## src/sv/lsac_pkg.sv

```systemverilog
// lsac_pkg: sizes, status codes and shared structs for the associative cache
// no dependencies; every other file of the block imports it
`default_nettype none

package lsac_pkg;

  localparam int ENTRIES    = 32;
  localparam int KEY_BITS   = 64;
  localparam int STAMP_BITS = 32;
  localparam int IDX_W      = $clog2(ENTRIES);
  localparam int CNT_W      = $clog2(ENTRIES + 1);
  localparam int SLOT_W     = 5;
  localparam int KEY_OUT_W  = 64;
  localparam int STATUS_W   = 3;

  typedef logic [IDX_W-1:0]      idx_t;
  typedef logic [CNT_W-1:0]      cnt_t;
  typedef logic [KEY_BITS-1:0]   key_t;
  typedef logic [STAMP_BITS-1:0] stamp_t;

  typedef enum logic [STATUS_W-1:0] {
    ST_HIT     = 3'd0,
    ST_FILLED  = 3'd1,
    ST_EVICTED = 3'd2,
    ST_FAILED  = 3'd3,
    ST_CLEARED = 3'd4
  } status_t;

  // sequencer to entry store
  typedef struct packed {
    logic   key_we;
    logic   stamp_we;
    idx_t   rd_addr;
    idx_t   wr_addr;
    key_t   wr_key;
    stamp_t wr_stamp;
  } mem_req_t;

  typedef struct packed {
    status_t               status;
    logic [SLOT_W-1:0]     slot;
    logic [KEY_OUT_W-1:0]  evicted_key;
  } result_t;

endpackage

`default_nettype wire

```

## src/sv/lsac_if.sv

```systemverilog
// lsac_req_if / lsac_res_if: valid-ready channels of the associative cache
// depends on lsac_pkg for field widths
`default_nettype none

interface lsac_req_if;
  import lsac_pkg::*;

  logic                 valid;
  logic                 ready;
  logic                 req_type;
  logic [KEY_OUT_W-1:0] lookup_key;
  logic                 create_ok;

  modport source (output valid, output req_type, output lookup_key, output create_ok,
                  input ready);
  modport sink   (input valid, input req_type, input lookup_key, input create_ok,
                  output ready);
endinterface

interface lsac_res_if;
  import lsac_pkg::*;

  logic                 valid;
  logic                 ready;
  logic [STATUS_W-1:0]  status;
  logic [SLOT_W-1:0]    slot;
  logic [KEY_OUT_W-1:0] evicted_key;

  modport source (output valid, output status, output slot, output evicted_key,
                  input ready);
  modport sink   (input valid, input status, input slot, input evicted_key,
                  output ready);
endinterface

`default_nettype wire

```

## src/sv/lsac_store.sv

```systemverilog
// lsac_store: key and stamp memories, one write and one registered read port each
// depends on lsac_pkg
`default_nettype none

module lsac_store (
  input  wire                logic clk,
  input  lsac_pkg::mem_req_t req,
  output lsac_pkg::key_t     rd_key,
  output lsac_pkg::stamp_t   rd_stamp
);
  import lsac_pkg::*;

  key_t   key_mem   [ENTRIES];
  stamp_t stamp_mem [ENTRIES];
  key_t   rd_key_r;
  stamp_t rd_stamp_r;

  always_ff @(posedge clk) begin
    if (req.key_we) begin
      key_mem[req.wr_addr] <= req.wr_key;
    end
    rd_key_r <= key_mem[req.rd_addr];
  end

  always_ff @(posedge clk) begin
    if (req.stamp_we) begin
      stamp_mem[req.wr_addr] <= req.wr_stamp;
    end
    rd_stamp_r <= stamp_mem[req.rd_addr];
  end

  assign rd_key   = rd_key_r;
  assign rd_stamp = rd_stamp_r;

endmodule

`default_nettype wire

```

## src/sv/lsac_seq.sv

```systemverilog
// lsac_seq: sequencer with the shared compare unit; scans entries, picks the
// victim, writes key and stamp and sweeps stamps on counter wrap
// depends on lsac_pkg and lsac_req_if
`default_nettype none

module lsac_seq (
  input  wire                logic clk,
  input  wire                logic rst_n,
  lsac_req_if.sink           req,
  output lsac_pkg::mem_req_t mem_req,
  input  lsac_pkg::key_t     rd_key,
  input  lsac_pkg::stamp_t   rd_stamp,
  output logic               res_valid,
  output lsac_pkg::result_t  res,
  input  wire                logic res_ready,
  output lsac_pkg::cnt_t     filled_cnt
);
  import lsac_pkg::*;

  typedef enum logic [4:0] {
    S_IDLE   = 5'b00001,
    S_SCAN   = 5'b00010,
    S_WRITE  = 5'b00100,
    S_SWEEP  = 5'b01000,
    S_FINISH = 5'b10000
  } state_t;

  state_t  state_r, state_nxt;
  cnt_t    filled_r, filled_nxt;
  stamp_t  cur_stamp_r, cur_stamp_nxt;
  logic    cmp_v_r, cmp_v_nxt;

  key_t    key_r, key_nxt;
  logic    create_r, create_nxt;
  cnt_t    scan_idx_r, scan_idx_nxt;
  idx_t    cmp_idx_r, cmp_idx_nxt;
  stamp_t  min_stamp_r, min_stamp_nxt;
  idx_t    min_idx_r, min_idx_nxt;
  key_t    min_key_r, min_key_nxt;
  status_t status_r, status_nxt;
  idx_t    slot_r, slot_nxt;
  key_t    evkey_r, evkey_nxt;
  cnt_t    sweep_idx_r, sweep_idx_nxt;

  logic key_eq;
  logic hit_now;
  logic issue;
  logic scan_done;

  assign req.ready = (state_r == S_IDLE);
  assign key_eq    = (rd_key == key_r);
  assign hit_now   = cmp_v_r && key_eq;
  assign issue     = (state_r == S_SCAN) && (scan_idx_r < filled_r);
  // last read has come back without a match
  assign scan_done = (state_r == S_SCAN) && !cmp_v_r && (scan_idx_r == filled_r);

  always_comb begin
    state_nxt     = state_r;
    filled_nxt    = filled_r;
    cur_stamp_nxt = cur_stamp_r;
    cmp_v_nxt     = issue;
    cmp_idx_nxt   = scan_idx_r[IDX_W-1:0];
    key_nxt       = key_r;
    create_nxt    = create_r;
    scan_idx_nxt  = scan_idx_r;
    min_stamp_nxt = min_stamp_r;
    min_idx_nxt   = min_idx_r;
    min_key_nxt   = min_key_r;
    status_nxt    = status_r;
    slot_nxt      = slot_r;
    evkey_nxt     = evkey_r;
    sweep_idx_nxt = sweep_idx_r;
    res_valid     = 1'b0;

    mem_req          = '0;
    mem_req.rd_addr  = scan_idx_r[IDX_W-1:0];
    mem_req.wr_key   = key_r;

    case (state_r)
      S_IDLE: begin
        if (req.valid) begin
          key_nxt      = req.lookup_key[KEY_BITS-1:0];
          create_nxt   = req.create_ok;
          scan_idx_nxt = '0;
          if (req.req_type) begin
            filled_nxt = '0;
            status_nxt = ST_CLEARED;
            slot_nxt   = '0;
            evkey_nxt  = '0;
            state_nxt  = S_FINISH;
          end else begin
            state_nxt = S_SCAN;
          end
        end
      end
      S_SCAN: begin
        if (issue) begin
          scan_idx_nxt = scan_idx_r + 1'b1;
        end
        // running minimum, lowest index wins ties
        if (cmp_v_r && !key_eq) begin
          if ((cmp_idx_r == '0) || (rd_stamp < min_stamp_r)) begin
            min_stamp_nxt = rd_stamp;
            min_idx_nxt   = cmp_idx_r;
            min_key_nxt   = rd_key;
          end
        end
        if (hit_now) begin
          status_nxt = ST_HIT;
          slot_nxt   = cmp_idx_r;
          evkey_nxt  = '0;
          state_nxt  = S_WRITE;
        end else if (scan_done) begin
          if (!create_r) begin
            status_nxt = ST_FAILED;
            slot_nxt   = '0;
            evkey_nxt  = '0;
            state_nxt  = S_FINISH;
          end else if (filled_r < CNT_W'(ENTRIES)) begin
            status_nxt = ST_FILLED;
            slot_nxt   = filled_r[IDX_W-1:0];
            evkey_nxt  = '0;
            filled_nxt = filled_r + 1'b1;
            state_nxt  = S_WRITE;
          end else begin
            status_nxt = ST_EVICTED;
            slot_nxt   = min_idx_r;
            evkey_nxt  = min_key_r;
            state_nxt  = S_WRITE;
          end
        end
      end
      S_WRITE: begin
        mem_req.stamp_we = 1'b1;
        mem_req.key_we   = (status_r != ST_HIT);
        mem_req.wr_addr  = slot_r;
        mem_req.wr_stamp = cur_stamp_r;
        cur_stamp_nxt    = cur_stamp_r + 1'b1;
        if (cur_stamp_r == '1) begin
          sweep_idx_nxt = '0;
          state_nxt     = S_SWEEP;
        end else begin
          state_nxt = S_FINISH;
        end
      end
      S_SWEEP: begin
        // counter wrapped: zero every filled stamp
        mem_req.stamp_we = 1'b1;
        mem_req.wr_addr  = sweep_idx_r[IDX_W-1:0];
        mem_req.wr_stamp = '0;
        sweep_idx_nxt    = sweep_idx_r + 1'b1;
        if (cnt_t'(sweep_idx_r + 1'b1) == filled_r) begin
          state_nxt = S_FINISH;
        end
      end
      S_FINISH: begin
        res_valid = 1'b1;
        if (res_ready) begin
          state_nxt = S_IDLE;
        end
      end
      default: begin
        state_nxt = S_IDLE;
      end
    endcase
  end

  always_ff @(posedge clk) begin
    if (!rst_n) begin
      state_r     <= S_IDLE;
      filled_r    <= '0;
      cur_stamp_r <= '0;
      cmp_v_r     <= 1'b0;
    end else begin
      state_r     <= state_nxt;
      filled_r    <= filled_nxt;
      cur_stamp_r <= cur_stamp_nxt;
      cmp_v_r     <= cmp_v_nxt;
    end
  end

  always_ff @(posedge clk) begin
    key_r       <= key_nxt;
    create_r    <= create_nxt;
    scan_idx_r  <= scan_idx_nxt;
    cmp_idx_r   <= cmp_idx_nxt;
    min_stamp_r <= min_stamp_nxt;
    min_idx_r   <= min_idx_nxt;
    min_key_r   <= min_key_nxt;
    status_r    <= status_nxt;
    slot_r      <= slot_nxt;
    evkey_r     <= evkey_nxt;
    sweep_idx_r <= sweep_idx_nxt;
  end

  assign res.status      = status_r;
  assign res.slot        = SLOT_W'(slot_r);
  assign res.evicted_key = KEY_OUT_W'(evkey_r);
  assign filled_cnt      = filled_r;

endmodule

`default_nettype wire

```

## src/sv/lru_stamp_assoc_cache_unit.sv

```systemverilog
// Fully associative cache of 32 keys with timestamp LRU replacement. One request
// is taken at a time; in_req.ready is high only while the sequencer is idle. A
// clear goes from accept straight to the result. A lookup that misses runs the
// accept, one pass over the filled entries through the single read port of the
// key/stamp store with a registered read of each entry and a close of the pass,
// a write of key and stamp, then the result. A hit ends the pass at the matching
// entry, and a create-failed result skips the write. When the stamp counter
// wraps, a sweep over the filled entries zeroes the stored stamps before the
// result. The result sits in an output register, so the next request is taken
// while it waits. No clearing pass runs after reset.
// depends on lsac_pkg, lsac_if, lsac_store and lsac_seq
`default_nettype none

module lru_stamp_assoc_cache_unit (
  input  wire        logic clk,
  input  wire        logic rst_n,
  lsac_req_if.sink   in_req,
  lsac_res_if.source out_res
);
  import lsac_pkg::*;

  mem_req_t mem_req;
  key_t     rd_key;
  stamp_t   rd_stamp;
  logic     res_valid;
  result_t  res;
  logic     res_ready;
  cnt_t     filled_cnt;

  logic     out_v_r, out_v_nxt;
  result_t  out_word_r, out_word_nxt;

  lsac_store u_store (
    .clk      (clk),
    .req      (mem_req),
    .rd_key   (rd_key),
    .rd_stamp (rd_stamp)
  );

  lsac_seq u_seq (
    .clk        (clk),
    .rst_n      (rst_n),
    .req        (in_req),
    .mem_req    (mem_req),
    .rd_key     (rd_key),
    .rd_stamp   (rd_stamp),
    .res_valid  (res_valid),
    .res        (res),
    .res_ready  (res_ready),
    .filled_cnt (filled_cnt)
  );

  // output register frees the sequencer once the word is parked
  assign res_ready = !out_v_r || out_res.ready;

  always_comb begin
    out_v_nxt    = out_v_r;
    out_word_nxt = out_word_r;
    if (res_valid && res_ready) begin
      out_v_nxt    = 1'b1;
      out_word_nxt = res;
    end else if (out_res.ready) begin
      out_v_nxt = 1'b0;
    end
  end

  always_ff @(posedge clk) begin
    if (!rst_n) begin
      out_v_r <= 1'b0;
    end else begin
      out_v_r <= out_v_nxt;
    end
  end

  always_ff @(posedge clk) begin
    out_word_r <= out_word_nxt;
  end

  assign out_res.valid       = out_v_r;
  assign out_res.status      = out_word_r.status;
  assign out_res.slot        = out_word_r.slot;
  assign out_res.evicted_key = out_word_r.evicted_key;

  a_evict_only_full: assert property (@(posedge clk) disable iff (!rst_n)
    (res_valid && (res.status == ST_EVICTED)) |-> (filled_cnt == CNT_W'(ENTRIES)))
    else $error("eviction reported while cache not full");

  a_evkey_zero: assert property (@(posedge clk) disable iff (!rst_n)
    (res_valid && (res.status != ST_EVICTED)) |-> (res.evicted_key == '0))
    else $error("evicted key nonzero without eviction");

  a_busy_after_accept: assert property (@(posedge clk) disable iff (!rst_n)
    (in_req.valid && in_req.ready) |=> !in_req.ready)
    else $error("request taken while sequencer busy");

  a_fill_bound: assert property (@(posedge clk) disable iff (!rst_n)
    filled_cnt <= CNT_W'(ENTRIES))
    else $error("fill count beyond entry count");

endmodule

`default_nettype wire
```

## src/flat_wrapper.sv

```systemverilog
// flat-port wrapper written by rule: the top's interface ports become plain ports
module lru_stamp_assoc_cache_unit_flat import lsac_pkg::*;
  (clk, rst_n, in_req_valid, in_req_req_type, in_req_lookup_key, in_req_create_ok, in_req_ready, out_res_valid, out_res_status, out_res_slot, out_res_evicted_key, out_res_ready);
  lsac_req_if in_req_i ();
  lsac_res_if out_res_i ();
  input  wire        logic clk;
  input  wire        logic rst_n;
  input wire logic [$bits(in_req_i.valid)-1:0] in_req_valid;
  input wire logic [$bits(in_req_i.req_type)-1:0] in_req_req_type;
  input wire logic [$bits(in_req_i.lookup_key)-1:0] in_req_lookup_key;
  input wire logic [$bits(in_req_i.create_ok)-1:0] in_req_create_ok;
  output wire logic [$bits(in_req_i.ready)-1:0] in_req_ready;
  output wire logic [$bits(out_res_i.valid)-1:0] out_res_valid;
  output wire logic [$bits(out_res_i.status)-1:0] out_res_status;
  output wire logic [$bits(out_res_i.slot)-1:0] out_res_slot;
  output wire logic [$bits(out_res_i.evicted_key)-1:0] out_res_evicted_key;
  input wire logic [$bits(out_res_i.ready)-1:0] out_res_ready;
  assign in_req_i.valid = in_req_valid;
  assign in_req_i.req_type = in_req_req_type;
  assign in_req_i.lookup_key = in_req_lookup_key;
  assign in_req_i.create_ok = in_req_create_ok;
  assign in_req_ready = in_req_i.ready;
  assign out_res_valid = out_res_i.valid;
  assign out_res_status = out_res_i.status;
  assign out_res_slot = out_res_i.slot;
  assign out_res_evicted_key = out_res_i.evicted_key;
  assign out_res_i.ready = out_res_ready;
  lru_stamp_assoc_cache_unit u_core (.clk(clk), .rst_n(rst_n), .in_req(in_req_i), .out_res(out_res_i));
endmodule
```

## config.mk

```make
export PLATFORM = sky130hd
export DESIGN_NAME = lru_stamp_assoc_cache_unit_flat
export DESIGN_NICKNAME = d
export VERILOG_FILES = /design/src/sv/lsac_pkg.sv /design/src/sv/lsac_if.sv /design/src/sv/lsac_store.sv /design/src/sv/lsac_seq.sv /design/src/sv/lru_stamp_assoc_cache_unit.sv /design/src/flat_wrapper.sv
export SDC_FILE = /design/constraint.sdc
export NUM_CORES = 2
export LEC_CHECK = 0
export BUFFER_PORTS_ARGS = -buffer_cell sky130_fd_sc_hd__buf_4
export CAP_MARGIN = 20
export CORE_UTILIZATION = 25
export DETAILED_ROUTE_END_ITERATION = 8
export GPL_TIMING_DRIVEN = 0
export HOLD_SLACK_MARGIN = 0.12
export SYNTH_ARGS = -nofsm -noshare
export SYNTH_HDL_FRONTEND = slang
export SYNTH_SLANG_ARGS = --single-unit
```

## constraint.sdc

```tcl
create_clock -name clk -period 11.15 [get_ports clk]
set_input_delay 0.5575 -clock clk [delete_from_list [all_inputs] [get_ports clk]]
set_output_delay 0.5575 -clock clk [all_outputs]
set_load 0.03 [all_outputs]
```

Word-level counts from Yosys, hierarchy flattened
Memory sizes are Yosys's and may differ from the RTL's. A register that Yosys moved wholly into a read port is not among the register bits.
Index checks and enable logic that the tools add are counted.
{"block": "word_totals", "reg_bits": 372, "output_inout_bits": 74, "ramBits": 3072, "n_memories": 2, "elab_cells": 125, "input_bits": 70}
{"block": "classes", "n_reduce_logical": 24, "order_cmp": 3, "n_addsub": 4, "n_mux": 53, "n_eq_ne": 20}
{"name": "u_core.u_store.key_mem", "depth": 32, "word_bits": 64, "read_ports": 1, "rd_clocked_by_memory_dff": 1, "write_ports": 1, "line": "lsac_store.sv:13", "source": "key_t key_mem [ENTRIES];"}
{"name": "u_core.u_store.stamp_mem", "depth": 32, "word_bits": 32, "read_ports": 1, "rd_clocked_by_memory_dff": 1, "write_ports": 1, "line": "lsac_store.sv:14", "source": "stamp_t stamp_mem [ENTRIES];"}
{"cell": "$mux W64", "count": 6}
{"cell": "$pmux W64 S2", "count": 1}
{"cell": "$mux W5", "count": 14}
{"cell": "$eq A64 B64 Y1", "count": 1}
{"cell": "$mux W6", "count": 9}
{"cell": "$pmux W6 S2", "count": 3}
{"cell": "$add A32 B1 Y32 const B", "count": 1}
{"cell": "$eq A32 B32 Y1 const B", "count": 1}
{"cell": "$lt A32 B32 Y1", "count": 1}
{"cell": "$mux W32", "count": 1}
{"cell": "$pmux W5 S5", "count": 1}
{"cell": "$pmux W5 S2", "count": 2}
{"cell": "$add A6 B1 Y6 const B", "count": 3}
{"cell": "$ne A2 B2 Y1 const B", "count": 8}
{"cell": "$eq A6 B6 Y1", "count": 2}
{"cell": "$mux W3", "count": 4}
{"cell": "$mux W1", "count": 9}
{"cell": "$reduce_and A4 Y1", "count": 2}
{"cell": "$reduce_and A7 Y1", "count": 1}
{"cell": "$logic_and A1 B1 Y1", "count": 6}
{"cell": "$lt A6 B6 Y1", "count": 1}
{"cell": "$lt A6 B6 Y1 const B", "count": 1}
{"cell": "$pmux W3 S2", "count": 1}
{"cell": "$reduce_and A3 Y1", "count": 2}
{"cell": "15 further kinds", "count": 23}

Logic depth before layout (Yosys ltp)
{"block": "logic_depth", "word_depth": 6, "mapped_depth": 12, "depth_no_buf": 9}

Modules after synthesis
Synthesis repeated with hierarchy kept, for this count alone.
{"block": "hier_totals", "hier_cells": 6624, "hier_area_um2": 133506.8}
{"mod": "lsac_store", "cells_each": 5642, "area_each_um2": 118706.3, "seq_area_each_um2": 94170.3, "instances": 1}
{"mod": "lsac_seq", "cells_each": 905, "area_each_um2": 12580.8, "seq_area_each_um2": 8488.1, "instances": 1}
{"mod": "lru_stamp_assoc_cache_unit", "cells_each": 77, "area_each_um2": 2219.6, "seq_area_each_um2": 2182.1, "instances": 1}

Least setup slack after synthesis
OpenSTA, ideal clock, no wires.
{"block": "synth_timing", "path_type": "register to register", "from": "reg u_core.u_seq.min_stamp_r[9]", "to": "reg u_core.u_seq.min_idx_r[0], enable pin", "stages_incl_launch_ff": 10, "n_path_buf": 0, "setup_time_ns": 0.711, "setup_slack_ns": 1.548, "period_less_slack_ns": 9.602, "required_ns": 10.439, "arrival_time_ns": 8.891, "cell_sequence": "edfxtp_1 > inv_1 > ha_1 > a21o_1 > a21o_1 > a211oi_1 > o21bai_1 > a21o_1 > a221o_1 > a211oi_1"}
{"block": "synth_between", "elab_chain_cells": 3}
{"item": "start: declaration", "line": "lsac_seq.sv:37", "source": "stamp_t min_stamp_r, min_stamp_nxt;"}
{"item": "start signal: assignment", "line": "lsac_seq.sv:187", "source": "min_stamp_r <= min_stamp_nxt;"}
{"item": "$lt A32 B32 Y1", "line": "lsac_seq.sv:102", "source": "if ((cmp_idx_r == '0) || (rd_stamp < min_stamp_r)) begin"}
{"item": "$logic_or A1 B1 Y1", "line": "lsac_seq.sv:102"}
{"item": "$reduce_and A3 Y1 (no line)"}
{"item": "end signal: assignment", "line": "lsac_seq.sv:188", "source": "min_idx_r <= min_idx_nxt;"}
{"item": "end: declaration", "line": "lsac_seq.sv:38", "source": "idx_t min_idx_r, min_idx_nxt;"}
Every way passes these cells.
A chain may end at the register's enable or synchronous reset.

Final worst setup path
{"block": "layout_timing", "from": "reg u_core.u_seq.key_r[62]", "to": "reg u_core.u_seq.evkey_r[42], enable pin"}
{"block": "layout_between", "elab_chain_cells": 4}
{"item": "start: declaration", "line": "lsac_seq.sv:33", "source": "key_t key_r, key_nxt;"}
{"item": "start signal: assignment", "line": "lsac_seq.sv:183", "source": "key_r <= key_nxt;"}
{"item": "$eq A64 B64 Y1", "line": "lsac_seq.sv:51", "source": "assign key_eq = (rd_key == key_r);"}
{"item": "$logic_and A1 B1 Y1", "line": "lsac_seq.sv:52", "source": "assign hit_now = cmp_v_r && key_eq;"}
{"item": "$ne A3 B3 Y1 (no line)"}
{"item": "$reduce_and A4 Y1 (no line)"}
{"item": "end signal: assignment", "line": "lsac_seq.sv:192", "source": "evkey_r <= evkey_nxt;"}
{"item": "end: declaration", "line": "lsac_seq.sv:42", "source": "key_t evkey_r, evkey_nxt;"}
Every way passes these cells.

==> results.py <==
metrics = {
    "clock_network": {
        "numCtsBuffers": 323,
        "cts_max_level": 5,
        "worst_setup_hold_path_clk_slew_ns": 0.06,
        "clock_insertion_delay_at_the_later_pin_of_the_skew_report_ns": 0.92,
        "cts.sink_count": 3540,
        "cts.repair_timing.setup_buffer_count": 0,
        "tritoncts": "done",
        "cts_root_buf": "sky130_fd_sc_hd__clkbuf_16",
        "postCtsResizedCells": 0,
        "max-clock-path-buffers": 4,
    },
    "yosys": {
        "synth-seq-cells": 3540,
        "netlist_instances": 5521,
        "synthesis.area_per_instance_um2": 24.1,
        "most_instantiated_flip_flop_cell_in_the_synthesis_netlist": "sky130_fd_sc_hd__edfxtp_1",
        "syn_nets": 5632,
        "synth_warnings": 0,
        "synth_cell_types": 61,
        "postSynth.asyncResetShare_pct": 0,
        "synth.cell_area_um2": 133000,
        "synth_edf_count": 3394,
        "yosysSeqAreaShare_pct": 78.8,
    },
    "placed_design": {
        "placement.io_buffers": 143,
        "place.detailed.instances": 12900,
        "gp_congestion": 0.827,
        "dp_slack_ns": 5.10,
        "detailedPlacementHpwl_um": 250000,
    },
    "die": {
        "design.die.area_um2": 535000,
        "rows": 267,
        "placeable_core_region_um2": 530000,
        "die_height_um": 732,
        "die_width_um": 732,
        "boundaryPins": 144,
        "initial_utilization_pct": 25.1,
    },
    "timing": {
        "drv_slew": 0,
        "tightest_slew_ns": 1.33,
        "maxSlewHeadroom_pct": 11.5,
        "post_route_setup_tns_ns": 0,
        "finalClockSkew_ns": 0.0683,
        "layout_worst_path_cycle_share_pct": 55.9,
        "fmax_mhz": 160,
        "final_period_demand_of_the_worst_path_ns": 6.23,
        "report.final.setup_viol": 0,
        "fin_hold_ws_ns": 0.332,
        "layout_setup_ws_ns": 4.92,
        "rsz0062_at_grt": "no",
        "timing.final.hold_violations": 0,
    },
    "routing": {
        "avgViaCountPerCell": 4.71,
        "drt-total-wl_um": 373000,
        "drc_errors": 0,
        "drt_iter0_drc": 9032,
        "route.vias.total": 63800,
        "post_drt_wl_per_cell_um": 27.5,
        "first_pass_iters": 7,
        "antenna_violating_nets_post_route": 0,
    },
    "worst_setup_path": {
        "timing.critical_path.depth": 11,
        "worst-path-buf-inv": 4,
        "timing.critical_path.slowest_cell_delay_ns": 0.98,
        "timing.critical_path.cells": "xnor2_1, nand4_1, nor4_1, nand4_1, nor2_1, nor2_1, a21oi_4, buf_12, buf_16, buf_12, buf_16",
        "ff2ff_path_depth": 11,
        "crit_type": "reg -> reg",
        "start_kind": "flip-flop",
        "crit_arrival_ns": 6.86,
        "critical_path.top_delay_family": "simple AND/OR/NAND/NOR gates",
        "end_kind": "flip-flop",
        "cp.required_ns": 11.78,
        "critPathSlowestCell": "sky130_fd_sc_hd__nand4_1",
        "cp_max_fo": 33,
        "r2r_setup_slk_ns": 4.92,
    },
    "pwr": {
        "ir_drop_v": 0.000152,
        "totalPowerFinal_mw": 36.5,
        "powerDensity_nw_per_um2": 229,
        "cellLeakagePower_nw": 49.0,
    },
    "finish": {
        "mostFrequentLayoutCells": "3394 x sky130_fd_sc_hd__edfxtp_1, 960 x sky130_fd_sc_hd__mux4_2, 336 x sky130_fd_sc_hd__clkbuf_16, 224 x sky130_fd_sc_hd__clkbuf_1, 146 x sky130_fd_sc_hd__dfxtp_1",
        "area_delta_synth_final_pct": 19.8,
        "stdcell_count": 13600,
        "finalNetCount": 6395,
        "most_common_library_cell_in_the_layout_ignoring_fill_and_taps": "sky130_fd_sc_hd__edfxtp_1",
        "post_route_cells_drive_above_1_share_pct": 31.7,
    },
    "grt": {
        "grt_use_total_pct": 13.4,
        "antenna_violations_before_repair": 49,
        "first_global_vias": 63500,
        "pin_count_of_the_biggest_net_entering_global_routing": 35,
        "globalRouteOverflowTotal": 0,
        "grt_pass1_wl_um": 511000,
    },
    "outcome": {
        "outcome": "finished clean",
    },
    "min_path": {
        "class_of_the_tightest_hold_or_removal_check": "in -> reg",
        "min_delay_path_depth": 5,
    },
    "run": {
        "drv_cap": 0,
    },
}
[Yosys cell counts, drive strengths merged (2+ instances only)]
cell | count | area (um2)
and4 | 5 | 43.8
mux2 | 97 | 1090
o22a | 2 | 17.5
a211oi | 5 | 37.5
nor3 | 10 | 50.1
dfxtp | 146 | 2920
o21ai | 16 | 80.1
mux4 | 960 | 21600
and2 | 102 | 638
or2 | 2 | 12.5
nand2 | 42 | 158
edfxtp | 3394 | 102000
nand3 | 25 | 125
nor2b | 4 | 25.0
and3 | 39 | 244
nor3b | 2 | 31.3
clkbuf | 156 | 586
nor4 | 9 | 90.1
inv | 48 | 180
nand3b | 4 | 30.0
buf | 102 | 626
o32ai | 2 | 17.5
nor2 | 102 | 383
xor2 | 14 | 123
o21bai | 2 | 15.0
a21boi | 9 | 67.6
nand2b | 7 | 43.8
xnor2 | 94 | 823
or3 | 7 | 43.8
ha | 41 | 513
a21o | 7 | 52.6
nand4 | 25 | 163
a21oi | 15 | 75.1
a221o | 6 | 60.1
a32oi | 2 | 17.5
o31ai | 5 | 37.5
[report_power, final]
group	switching, mW	leakage, nW	internal, mW	total (mW)
clock network	4.97	5.19	6.37	11.3
logic	4.92	11.5	4.26	9.17
registers	0.633	32.3	15.3	15.9
total	10.5	49.0	25.9	36.5
[state kept, by name, indices dropped and copies added, names as in the netlist, 5 cells and up]
name,cells
u_core.u_seq.min_stamp_r,32
u_core.u_seq.filled_cnt,6
u_core.u_seq.min_key_r,64
u_core.u_seq.state_r,5
u_core.u_store.stamp_mem,1024
u_core.u_seq.cur_stamp_r,32
u_core.u_store.key_mem,2048
u_core.u_seq.evkey_r,64
u_core.u_store.rd_stamp,32
u_core.u_seq.cmp_idx_r,5
u_core.out_res.evicted_key,64
u_core.u_seq.min_idx_r,5
u_core.u_seq.scan_idx_r,6
u_core.u_seq.sweep_idx_r,6
u_core.out_res.slot,5
u_core.u_store.rd_key,64
u_core.u_seq.slot_r,5
u_core.u_seq.key_r,64
[metrics by stage]
| step | util [%] | area, um2 |
|---|---|---|
| final | 30.1 | 159000 |
| after global routing | 30.1 | 159000 |
| after CTS | 30.0 | 159000 |
| after detailed placement | 27.8 | 147000 |
| after global placement | 27.0 | 143000 |
| after floorplan | - | 133000 |
[final cells by class]
| type | count | area, um2 |
|---|---|---|
| fillers | 50200 | 370000 |
| multi-input cells | 1675 | 27400 |
| clock inverters | 162 | 1870 |
| flip-flops and latches | 3540 | 105000 |
| clock buffers | 428 | 8760 |
| well taps | 6994 | 8750 |
| inverters | 48 | 180 |
| diodes | 16 | 40.0 |
| repair buffers | 438 | 6390 |
| plain buffers | 258 | 1230 |
[worst paths after layout]
| check | startpoint | end |
|---|---|---|
| max | u_core.u_seq.key_r[62] | u_core.u_seq.evkey_r[42] |
| max reg2reg | u_core.u_seq.key_r[62] | u_core.u_seq.evkey_r[42] |
| min reg2reg | u_core.u_seq.evkey_r[40] | u_core.out_res.evicted_key[40] |
| min | in_req_valid | u_core.u_seq.state_r[1] |
[what timing repair did]
item                                    CTS  global route
hold buffers                             69             0
endpoints found under the hold margin    74             0
endpoints found under the setup margin    0             0
[metal layers]
metal | wire, um | track usage [%] | vias to the layer above | share of wire (%)
met4 | 9050 | 3.20 | 20 | 2.4
met2 | 173000 | 21.1 | 3522 | 46
met1 | 151000 | 18.6 | 34700 | 40
met3 | 40100 | 3.50 | 575 | 11
li1 | - | - | 25000 | -
met5 | 138 | 0 | - | 0.037
[worst register-to-register path, cell delays in order, from the launching register on]
cell                       delay [ns]
sky130_fd_sc_hd__edfxtp_1        0.81
sky130_fd_sc_hd__xnor2_1         0.96
sky130_fd_sc_hd__nand4_1         0.33
sky130_fd_sc_hd__nor4_1          0.57
sky130_fd_sc_hd__nand4_1         0.98
sky130_fd_sc_hd__nor2_1          0.60
sky130_fd_sc_hd__nor2_1          0.18
sky130_fd_sc_hd__a21oi_4         0.60
sky130_fd_sc_hd__buf_12          0.28
sky130_fd_sc_hd__buf_16          0.25
sky130_fd_sc_hd__buf_12          0.20
sky130_fd_sc_hd__buf_16          0.21
[kinds of logic (layout without fill, tap and decap cells)]
kind of cell | count (synthesis) | count (layout) | share of synthesized area [%]
flops | 3540 | 3540 | 78.8
mux | 1057 | 1057 | 17.1
simple gates | 386 | 386 | 1.57
buf+inv | 306 | 1334 | 1.05
xor+xnor | 108 | 108 | 0.711
compound gates | 83 | 83 | 0.435
fa+ha+maj | 41 | 41 | 0.385
other cells | 0 | 16 | 0
Note: power is estimated with default switching activity, not from simulation.
